--- config.mk ---
export PLATFORM = sky130hd
export DESIGN_NAME = packet_fragmenter_sequencer_core
export DESIGN_NICKNAME = d
export VERILOG_FILES = /design/src/design/pfs_pkg.sv /design/src/design/packet_fragmenter_sequencer_core.sv /design/src/design/pfs_sub_unit.sv
export SDC_FILE = /design/constraint.sdc
export NUM_CORES = 2
export LEC_CHECK = 0
export BUFFER_PORTS_ARGS = -buffer_cell sky130_fd_sc_hd__buf_2
export CORE_MARGIN = 3
export CORE_UTILIZATION = 50
export CTS_CLUSTER_SIZE = 12
export DETAILED_ROUTE_END_ITERATION = 8
export PLACE_DENSITY = 0.69
export SLEW_MARGIN = 20
export SYNTH_ARGS = -nofsm -noshare
export SYNTH_HDL_FRONTEND = slang
export SYNTH_HIERARCHICAL = 1
export SYNTH_SLANG_ARGS = --single-unit
--- constraint.sdc ---
create_clock -name clk -period 11.2 [get_ports clk]
set_input_delay 1.68 -clock clk [delete_from_list [all_inputs] [get_ports clk]]
set_output_delay 1.68 -clock clk [all_outputs]
set_load 0.05 [all_outputs]
--- src/design/pfs_pkg.sv ---
// Shared types, constants and codes of the packet fragmenter block.
`timescale 1ns / 1ps

package pfs_pkg;

	localparam int MAX_CHANNELS  = 16;
	localparam int MAX_FRAGMENTS = 64;
	localparam int CHAN_W = (MAX_CHANNELS > 1) ? $clog2(MAX_CHANNELS) : 1;

	localparam int CH_W    = 8;
	localparam int LEN_W   = 16;
	localparam int FLAGS_W = 2;
	localparam int SEQ_W   = 32;
	localparam int TOTAL_W = 7;
	localparam int INDEX_W = 6;
	localparam int ACT_W   = 5;
	localparam int CFG_IDX_W = 2;
	localparam int CFG_DATA_W = 16;

	localparam int IN_TDATA_W  = 24;
	localparam int OUT_TDATA_W = 192;
	localparam int OUT_TUSER_W = 3;

	// Configuration register indexes.
	localparam logic [CFG_IDX_W-1:0] REG_PEER_CONNECTED   = 2'd0;
	localparam logic [CFG_IDX_W-1:0] REG_ACTIVE_CHANNELS  = 2'd1;
	localparam logic [CFG_IDX_W-1:0] REG_FRAGMENT_PAYLOAD = 2'd2;

	localparam logic [ACT_W-1:0] ACTIVE_CHANNELS_RST  = 5'd1;
	localparam logic [LEN_W-1:0] FRAGMENT_PAYLOAD_RST = 16'd1024;

	// Send flag bits.
	localparam int FLAG_RELIABLE    = 0;
	localparam int FLAG_UNSEQUENCED = 1;

	typedef enum logic [1:0] {
		KIND_RELIABLE    = 2'd0,
		KIND_UNSEQUENCED = 2'd1,
		KIND_UNRELIABLE  = 2'd2,
		KIND_FRAGMENT    = 2'd3
	} kind_t;

	typedef enum logic [4:0] {
		ST_IDLE   = 5'b00001,
		ST_DECIDE = 5'b00010,
		ST_COUNT  = 5'b00100,
		ST_FRAG   = 5'b01000,
		ST_SEND   = 5'b10000
	} state_t;

	typedef struct packed {
		logic               status;
		kind_t              kind;
		logic [SEQ_W-1:0]   reliable_seq;
		logic [SEQ_W-1:0]   unreliable_seq;
		logic [SEQ_W-1:0]   unsequenced_group;
		logic [SEQ_W-1:0]   start_seq;
		logic [TOTAL_W-1:0] fragment_total;
		logic [INDEX_W-1:0] fragment_index;
		logic [LEN_W-1:0]   fragment_offset;
		logic [LEN_W-1:0]   fragment_length;
		logic [LEN_W-1:0]   total_length;
		logic               last;
	} result_t;

	// Outputs of the shared subtract / compare unit.
	typedef struct packed {
		logic [LEN_W-1:0] diff;
		logic             le;
		logic [LEN_W-1:0] min;
	} unit_res_t;

endpackage

--- src/design/packet_fragmenter_sequencer_core.sv ---
// Top level of the packet fragmenter and sequencer.
`timescale 1ns / 1ps
//
// Send requests enter on the s_ stream: s_tdata holds channel and packet
// length, s_tuser the delivery flags. Results leave on the m_ stream, one
// request at a time; m_tlast marks the final result of a request.
// Configuration (peer_connected, active_channels, fragment_payload) is
// written through wr_en / wr_index / wr_data; the user must write it only
// while the block is idle, the block itself does not enforce this.
// A request that is rejected or fits in one command is decided in
// ST_DECIDE, which loads its result for ST_SEND. A fragmented request
// first runs one counting pass per fragment through the subtract unit
// that the builds also use (rejected past MAX_FRAGMENTS fragments), then
// each fragment is built in ST_FRAG and held in ST_SEND until accepted.
// s_tready is high only while idle: the next request is taken after the
// last result of the current one has been delivered.
// A stalled receiver holds the result register and the sequencer.
// Reset clears the channel and group counters and loads the register
// defaults (not connected, one channel, payload 1024).

module packet_fragmenter_sequencer_core (
	input  logic                                clk,
	input  logic                                arst_n,
	input  logic                                s_tvalid,
	output logic                                s_tready,
	// s_tdata: channel[7:0], packet_length[23:8]
	input  logic [pfs_pkg::IN_TDATA_W-1:0]      s_tdata,
	// s_tuser: send_flags[1:0]
	input  logic [pfs_pkg::FLAGS_W-1:0]         s_tuser,
	output logic                                m_tvalid,
	input  logic                                m_tready,
	// m_tdata: reliable_seq[31:0], unreliable_seq[63:32], unsequenced_group[95:64],
	// start_seq[127:96], fragment_total[134:128], fragment_index[140:135],
	// fragment_offset[156:141], fragment_length[172:157], total_length[188:173]
	output logic [pfs_pkg::OUT_TDATA_W-1:0]     m_tdata,
	// m_tuser: status[0], kind[2:1]
	output logic [pfs_pkg::OUT_TUSER_W-1:0]     m_tuser,
	output logic                                m_tlast,
	input  logic                                wr_en,
	input  logic [pfs_pkg::CFG_IDX_W-1:0]       wr_index,
	input  logic [pfs_pkg::CFG_DATA_W-1:0]      wr_data
);

	localparam logic [pfs_pkg::TOTAL_W-1:0] FRAG_MAX =
		pfs_pkg::TOTAL_W'(pfs_pkg::MAX_FRAGMENTS);
	localparam logic [pfs_pkg::CH_W-1:0] CH_LIMIT =
		pfs_pkg::CH_W'(pfs_pkg::MAX_CHANNELS);

	pfs_pkg::state_t state_q, state_d;

	// configuration
	logic                           peer_q;
	logic [pfs_pkg::ACT_W-1:0]      active_q;
	logic [pfs_pkg::LEN_W-1:0]      pay_q;

	// per-channel and peer counters
	logic [pfs_pkg::SEQ_W-1:0] rel_q  [pfs_pkg::MAX_CHANNELS];
	logic [pfs_pkg::SEQ_W-1:0] urel_q [pfs_pkg::MAX_CHANNELS];
	logic [pfs_pkg::SEQ_W-1:0] grp_q;

	// request and sequencing registers
	logic [pfs_pkg::CH_W-1:0]     ch_q;
	logic [pfs_pkg::LEN_W-1:0]    len_q;
	logic [pfs_pkg::FLAGS_W-1:0]  flags_q;
	logic [pfs_pkg::LEN_W-1:0]    rem_q;
	logic [pfs_pkg::TOTAL_W-1:0]  cnt_q;
	logic [pfs_pkg::TOTAL_W-1:0]  total_q;
	logic [pfs_pkg::INDEX_W-1:0]  idx_q;
	logic [pfs_pkg::LEN_W-1:0]    off_q;
	logic [pfs_pkg::SEQ_W-1:0]    start_q;
	pfs_pkg::result_t             res_q, res_d;

	logic                          res_load;
	logic                          rel_we, urel_we, grp_we;
	logic [pfs_pkg::CHAN_W-1:0]    ch_idx;
	logic [pfs_pkg::SEQ_W-1:0]     rel_cur, rel_inc, urel_inc, grp_inc, start_val;
	logic                          reject_req, frag_req, last_frag;
	logic [pfs_pkg::TOTAL_W-1:0]   cnt_inc;
	logic                          s_acc, m_acc;
	pfs_pkg::unit_res_t            unit;

	// One subtractor serves both the counting pass and the fragment builds.
	pfs_sub_unit u_sub (
		.a   (rem_q),
		.b   (pay_q),
		.res (unit)
	);

	assign s_tready = (state_q == pfs_pkg::ST_IDLE);
	assign m_tvalid = (state_q == pfs_pkg::ST_SEND);
	assign s_acc    = s_tvalid && s_tready;
	assign m_acc    = m_tvalid && m_tready;

	assign ch_idx   = ch_q[pfs_pkg::CHAN_W-1:0];
	assign rel_cur  = rel_q[ch_idx];
	assign rel_inc  = rel_cur + 32'd1;
	assign urel_inc = urel_q[ch_idx] + 32'd1;
	assign grp_inc  = grp_q + 32'd1;
	assign cnt_inc  = cnt_q + 7'd1;

	// Reject when disconnected or the channel is beyond the active or built range.
	assign reject_req = !peer_q || (ch_q >= {3'b000, active_q}) || (ch_q >= CH_LIMIT);
	assign frag_req   = len_q > pay_q;
	assign last_frag  = ({1'b0, idx_q} + 7'd1) == total_q;
	// The first fragment opens the run with its own sequence.
	assign start_val  = (idx_q == '0) ? rel_inc : start_q;

	function automatic pfs_pkg::result_t reject_res();
		pfs_pkg::result_t r;
		r        = '0;
		r.status = 1'b1;
		r.last   = 1'b1;
		return r;
	endfunction

	always_comb begin
		state_d  = state_q;
		res_d    = '0;
		res_load = 1'b0;
		rel_we   = 1'b0;
		urel_we  = 1'b0;
		grp_we   = 1'b0;
		case (state_q)
			pfs_pkg::ST_IDLE: begin
				if (s_acc) begin
					state_d = pfs_pkg::ST_DECIDE;
				end
			end
			pfs_pkg::ST_DECIDE: begin
				res_d.total_length    = len_q;
				res_d.fragment_length = len_q;
				res_d.last            = 1'b1;
				if (reject_req) begin
					res_d    = reject_res();
					res_load = 1'b1;
					state_d  = pfs_pkg::ST_SEND;
				end else if (frag_req) begin
					state_d = pfs_pkg::ST_COUNT;
				end else if (flags_q[pfs_pkg::FLAG_RELIABLE]) begin
					res_d.kind         = pfs_pkg::KIND_RELIABLE;
					res_d.reliable_seq = rel_inc;
					rel_we   = 1'b1;
					res_load = 1'b1;
					state_d  = pfs_pkg::ST_SEND;
				end else if (flags_q[pfs_pkg::FLAG_UNSEQUENCED]) begin
					res_d.kind              = pfs_pkg::KIND_UNSEQUENCED;
					res_d.unsequenced_group = grp_inc;
					grp_we   = 1'b1;
					res_load = 1'b1;
					state_d  = pfs_pkg::ST_SEND;
				end else begin
					res_d.kind           = pfs_pkg::KIND_UNRELIABLE;
					res_d.reliable_seq   = rel_cur;
					res_d.unreliable_seq = urel_inc;
					urel_we  = 1'b1;
					res_load = 1'b1;
					state_d  = pfs_pkg::ST_SEND;
				end
			end
			pfs_pkg::ST_COUNT: begin
				// one fragment per pass; give up once the fragment limit is hit
				if (unit.le) begin
					state_d = pfs_pkg::ST_FRAG;
				end else if (cnt_inc == FRAG_MAX) begin
					res_d    = reject_res();
					res_load = 1'b1;
					state_d  = pfs_pkg::ST_SEND;
				end
			end
			pfs_pkg::ST_FRAG: begin
				res_d.kind            = pfs_pkg::KIND_FRAGMENT;
				res_d.reliable_seq    = rel_inc;
				res_d.start_seq       = start_val;
				res_d.fragment_total  = total_q;
				res_d.fragment_index  = idx_q;
				res_d.fragment_offset = off_q;
				res_d.fragment_length = unit.min;
				res_d.total_length    = len_q;
				res_d.last            = last_frag;
				rel_we   = 1'b1;
				res_load = 1'b1;
				state_d  = pfs_pkg::ST_SEND;
			end
			pfs_pkg::ST_SEND: begin
				if (m_acc) begin
					state_d = res_q.last ? pfs_pkg::ST_IDLE : pfs_pkg::ST_FRAG;
				end
			end
			default: begin
				state_d = pfs_pkg::ST_IDLE;
			end
		endcase
	end

	// Control state, configuration and counters.
	always_ff @(posedge clk or negedge arst_n) begin
		if (!arst_n) begin
			state_q  <= pfs_pkg::ST_IDLE;
			peer_q   <= 1'b0;
			active_q <= pfs_pkg::ACTIVE_CHANNELS_RST;
			pay_q    <= pfs_pkg::FRAGMENT_PAYLOAD_RST;
			grp_q    <= '0;
			for (int i = 0; i < pfs_pkg::MAX_CHANNELS; i++) begin
				rel_q[i]  <= '0;
				urel_q[i] <= '0;
			end
		end else begin
			state_q <= state_d;
			if (wr_en) begin
				case (wr_index)
					pfs_pkg::REG_PEER_CONNECTED:   peer_q   <= wr_data[0];
					pfs_pkg::REG_ACTIVE_CHANNELS:  active_q <= wr_data[pfs_pkg::ACT_W-1:0];
					pfs_pkg::REG_FRAGMENT_PAYLOAD: pay_q    <= wr_data;
					default: ;
				endcase
			end
			if (rel_we) begin
				rel_q[ch_idx] <= rel_inc;
			end
			if (urel_we) begin
				urel_q[ch_idx] <= urel_inc;
			end
			if (grp_we) begin
				grp_q <= grp_inc;
			end
		end
	end

	// Request payload and fragment sequencing registers.
	always_ff @(posedge clk) begin
		if (s_acc) begin
			ch_q    <= s_tdata[pfs_pkg::CH_W-1:0];
			len_q   <= s_tdata[pfs_pkg::CH_W +: pfs_pkg::LEN_W];
			flags_q <= s_tuser;
		end
		case (state_q)
			pfs_pkg::ST_DECIDE: begin
				rem_q <= len_q;
				cnt_q <= '0;
			end
			pfs_pkg::ST_COUNT: begin
				cnt_q <= cnt_inc;
				if (unit.le) begin
					// count known: rewind for the build pass
					total_q <= cnt_inc;
					rem_q   <= len_q;
					idx_q   <= '0;
					off_q   <= '0;
				end else begin
					rem_q <= unit.diff;
				end
			end
			pfs_pkg::ST_FRAG: begin
				rem_q   <= unit.diff;
				start_q <= start_val;
			end
			pfs_pkg::ST_SEND: begin
				if (m_acc && !res_q.last) begin
					idx_q <= idx_q + 6'd1;
					off_q <= off_q + pay_q;
				end
			end
			default: ;
		endcase
		if (res_load) begin
			res_q <= res_d;
		end
	end

	assign m_tdata = {3'b000,
		res_q.total_length, res_q.fragment_length, res_q.fragment_offset,
		res_q.fragment_index, res_q.fragment_total, res_q.start_seq,
		res_q.unsequenced_group, res_q.unreliable_seq, res_q.reliable_seq};
	assign m_tuser = {res_q.kind, res_q.status};
	assign m_tlast = res_q.last;

endmodule

--- src/design/pfs_sub_unit.sv ---
// Shared subtract / compare unit: remainder minus payload, compare and minimum.
`timescale 1ns / 1ps

module pfs_sub_unit (
	input  logic [pfs_pkg::LEN_W-1:0] a,
	input  logic [pfs_pkg::LEN_W-1:0] b,
	output pfs_pkg::unit_res_t        res
);

	logic [pfs_pkg::LEN_W:0] wide;

	assign wide = {1'b0, a} - {1'b0, b};

	always_comb begin
		res.diff = wide[pfs_pkg::LEN_W-1:0];
		// borrow means a < b
		res.le   = wide[pfs_pkg::LEN_W] || (wide[pfs_pkg::LEN_W-1:0] == '0);
		res.min  = wide[pfs_pkg::LEN_W] ? a : b;
	end

endmodule

==> results.md <==
* Status: completed
* Most used DFF post-synth: dfrtp_1
* Fmax at 176 MHz
* Reg2reg start: ch_q[3]$_DFFE_PP_
* CP arrival at 6290 ps
* Nets at 5,603
* Setup crit end kind: flip-flop
* Clock latency on the worst-skew pair at 780 ps
* Async set-reset flop share out of synthesis at 0.781
* Synthesis-to-finish area growth at 11.4%
* Filler Cell Count at approximately 10,000
* H-tree Lvls at 4
* Detail Route Antenna Nets at 0
* Via count at 42,900
* Postcts setup bufs at 0
* Die height at around 360 µm
* Leading cell type in the layout, fill and taps excluded: dfrtp_1
* Power Total at 13.3 mW
* Max Slew Vio Count at 0
* Critical path's largest stage delay at 880 ps
* Synth Register Bits at 1,386
* Initial Util at 0.505
* RSZ-0062 raised after global routing: false
* CTS tree: done
* Max-cap violations at 0
* Commonest non-fill, non-tap cells in the layout: 1,080 x dfrtp_1, 673 x nor2_1, 644 x nand2_1
* Peak supply drop at 136 µV
* Synth Warn # at 6
* Final GP Congestion at 0.859
* Power Dens Cells at 191 nW/µm²
* Worst Hold Class: flip-flop to flip-flop
* CORE AREA at around 120,000 µm²
* Worst Path Max Fanout at 42
* EDFF count, synth at roughly 300
* Max transition margin at 0.259
* Synth Cell Area at roughly 63,000 µm²
* Reg2reg end: urel_q[210]$_DFFE_PN0P_
* DR pass1 iterations at 5
* Die width at 360 µm
* Finished Layout Cells at 7,246
* Clock Sinks at 1,386
* FF-to-FF path depth at 11
* WHS Path Cells at 2
* Final hold violation count at 0
* Critical path's slowest cell: xor2_1
* Row cnt at 129
* Initial DRC Count at 3,722
* Routed wire length at approximately 160,000 µm
* Longest Clk Path Bufs at 3
* Unique cell type count in the Yosys netlist at 99
* P_leak at about 30 nW
* Post-Syn Instances at 5,424
* First-pass GRT wire length at 253,000 µm
* Placed Cells incl. Taps at approximately 7,000
* Final period utilization at 0.508
* Slew @ Worst Pin at about 1100 ps
* Clock root cell: clkbuf_16
* Vias in the first global route at 42,100
* Initial antenna violation count at 4
* DRC viols at 0
* Cell Chain, Critical Path: buf_4, and2_4, buf_4, a22oi_1, nand2_1, ha_1, nand4_1, nor3_2, nand2_1, xor2_1, o21ai_0
* Largest net degree at the start of global routing at around 180
* DR vias/cell at 5.92
* Startpoint types: flip-flop
* I/O pin cnt at 247
* WL per Instance at 22.4 µm
* Min-delay src: urel_q[202]$_DFFE_PN0P_
* CP required at between 10,000 and 15,000 ps
* CTS resizes at 0
* Seq/Total Area, Yosys at 0.579
* Gr ovfl total at 0
* Clock Pin Slew Worst Setup and Hold Paths at 60 ps
* TritonCTS Buffers at 146
* Layout cells sized above 1 at 0.175
* Die ar. at 129,000 µm²
* Total GRT Usage at 0.250
* Hold slack at 469 ps
* Final min period at 5690 ps
* Reg2Reg Setup Slack at 5510 ps
* # hold bufs at CTS at 0
* Port buffer count at 243
* Hold Path Sink: urel_q[202]$_DFFE_PN0P_
* Mapped Avg Cell Area at 11.5 µm²
* Max Clock Skew at 30.4 ps
* Setup-failing EPs final at 0
* Post-DP HPWL at 94,200 µm
* Critical path class: flip-flop to flip-flop
[per-stage QoR]
stage	instance area, µm²	utilization	setup TNS (ps)	setup slack, ps
after detailed placement	64900	0.523	0	5570
final	69700	0.562	0	5510
after CTS	69500	0.560	0	5520
after floorplan	62600	-	-60020	-311
after global placement	64800	0.523	0	5750
after global routing	69600	0.562	0	5210
[layout make-up]
| class | instances | area, µm² | share of cell area |
|---|---|---|---|
| multi-input cells | 3570 | 24500 | 0.352 |
| repair buffers | 329 | 2010 | 0.0289 |
| clock buffers | 230 | 4260 | 0.0612 |
| clock inverters | 32 | 349 | 0.00501 |
| diodes | 1 | 2.50 | 0.0000359 |
| inverters | 61 | 230 | 0.00331 |
| well taps | 1637 | 2050 | 0.0294 |
| flip-flops and latches | 1386 | 36200 | 0.520 |
[registers in the layout, summed over array words and instances (netlist names), 3 cells and up]
name	cells
pay_q	16
off_q	16
rem_q	16
idx_q	6
total_q	7
urel_q	512
cnt_q	7
start_q	32
len_q	16
state_q	5
grp_q	32
m_tuser	3
m_tdata	189
rel_q	512
active_q	5
ch_q	8
[power breakdown]
group / total, mW / internal (mW) / switching [mW]
Clock: 4.71 / 2.71 / 2.00
Combinational: 2.67 / 0.769 / 1.90
Sequential: 5.91 / 5.67 / 0.249
[how the worst max path moves through the flow]
stage / startpoint / end / slack (ps) / cells past startpoint
6_report: ch_q[3]$_DFFE_PP_ / urel_q[210]$_DFFE_PN0P_ / 5510 / 11
5_1_grt: ch_q[2]$_DFFE_PP_ / urel_q[210]$_DFFE_PN0P_ / 5210 / 11
4_1_cts: ch_q[2]$_DFFE_PP_ / urel_q[152]$_DFFE_PN0P_ / 5520 / 11
3_5_place_dp: ch_q[3]$_DFFE_PP_ / urel_q[152]$_DFFE_PN0P_ / 5570 / 11
3_3_place_gp: ch_q[3]$_DFFE_PP_ / urel_q[216]$_DFFE_PN0P_ / 5750 / 11
2_1_floorplan: pay_q[10]$_DFFE_PN1P_ / m_tdata[0]$_SDFFCE_PP0P_ / -310 / 8
[layer usage]
metal / wire length (µm) / track usage / up-vias
li1: - / - / 19400
met1: 69400 / 0.353 / 21700
met2: 76400 / 0.399 / 1578
met3: 12400 / 0.0458 / 267
met4: 4100 / 0.0760 / 0
met5: 0 / 0 / -
[critical path: cells and delay by family (launching register included)]
family / cells / cell delay, ps
adder cells (fa/ha/maj): 1 / 340
flip-flops: 1 / 320
AO/OA/AOI/OAI: 2 / 440
XOR/XNOR: 1 / 880
buffers and inverters: 2 / 1150
AND/OR/NAND/NOR: 5 / 2290
[kinds of logic (layout without fill, tap and decap cells)]
kind of cell               count (synthesis)  in the layout  share of synthesized area
xor gates and xnor gates                 154            154                     0.0236
AOI/OAI and AO/OA                       1353           1353                      0.120
buffers and inverters                    470            652                     0.0365
other                                      1              4                  0.0000600
muxes                                    365            365                      0.115
DFF                                     1386           1386                      0.579
adders and majority gates                 60             60                     0.0122
and+or+nand+nor                         1635           1635                      0.113
[Yosys cell counts, types with 8 or more instances]
master / instances / area share
dfrtp_1: 1080 / 0.43
o21ai_0: 526 / 0.042
inv_1: 61 / 0.0037
buf_2: 43 / 0.0034
and2_1: 69 / 0.0069
mux2_2: 90 / 0.016
nor2b_1: 17 / 0.0017
nand3_2: 12 / 0.0019
and3_1: 10 / 0.0010
clkbuf_1: 293 / 0.018
a21oi_1: 579 / 0.046
buf_4: 31 / 0.0037
mux4_1: 35 / 0.015
nor2_1: 675 / 0.041
mux2i_1: 11 / 0.0018
buf_12: 8 / 0.0026
nand4_1: 22 / 0.0022
nand3_1: 56 / 0.0045
o21ai_1: 9 / 0.00072
ha_1: 58 / 0.012
o211ai_1: 9 / 0.0011
a31oi_1: 8 / 0.00080
nand3b_1: 9 / 0.0011
xor2_1: 69 / 0.0097
edfxtp_1: 303 / 0.15
a22oi_1: 92 / 0.011
nand2_1: 644 / 0.039
nand2b_1: 18 / 0.0018
xnor2_1: 68 / 0.0095
nor3_1: 32 / 0.0026
a22o_1: 27 / 0.0038
a21o_1: 20 / 0.0024
a211oi_1: 27 / 0.0032
mux4_2: 228 / 0.082
xor2_2: 11 / 0.0029
buf_6: 23 / 0.0041
(Power assumes the default switching activity.)
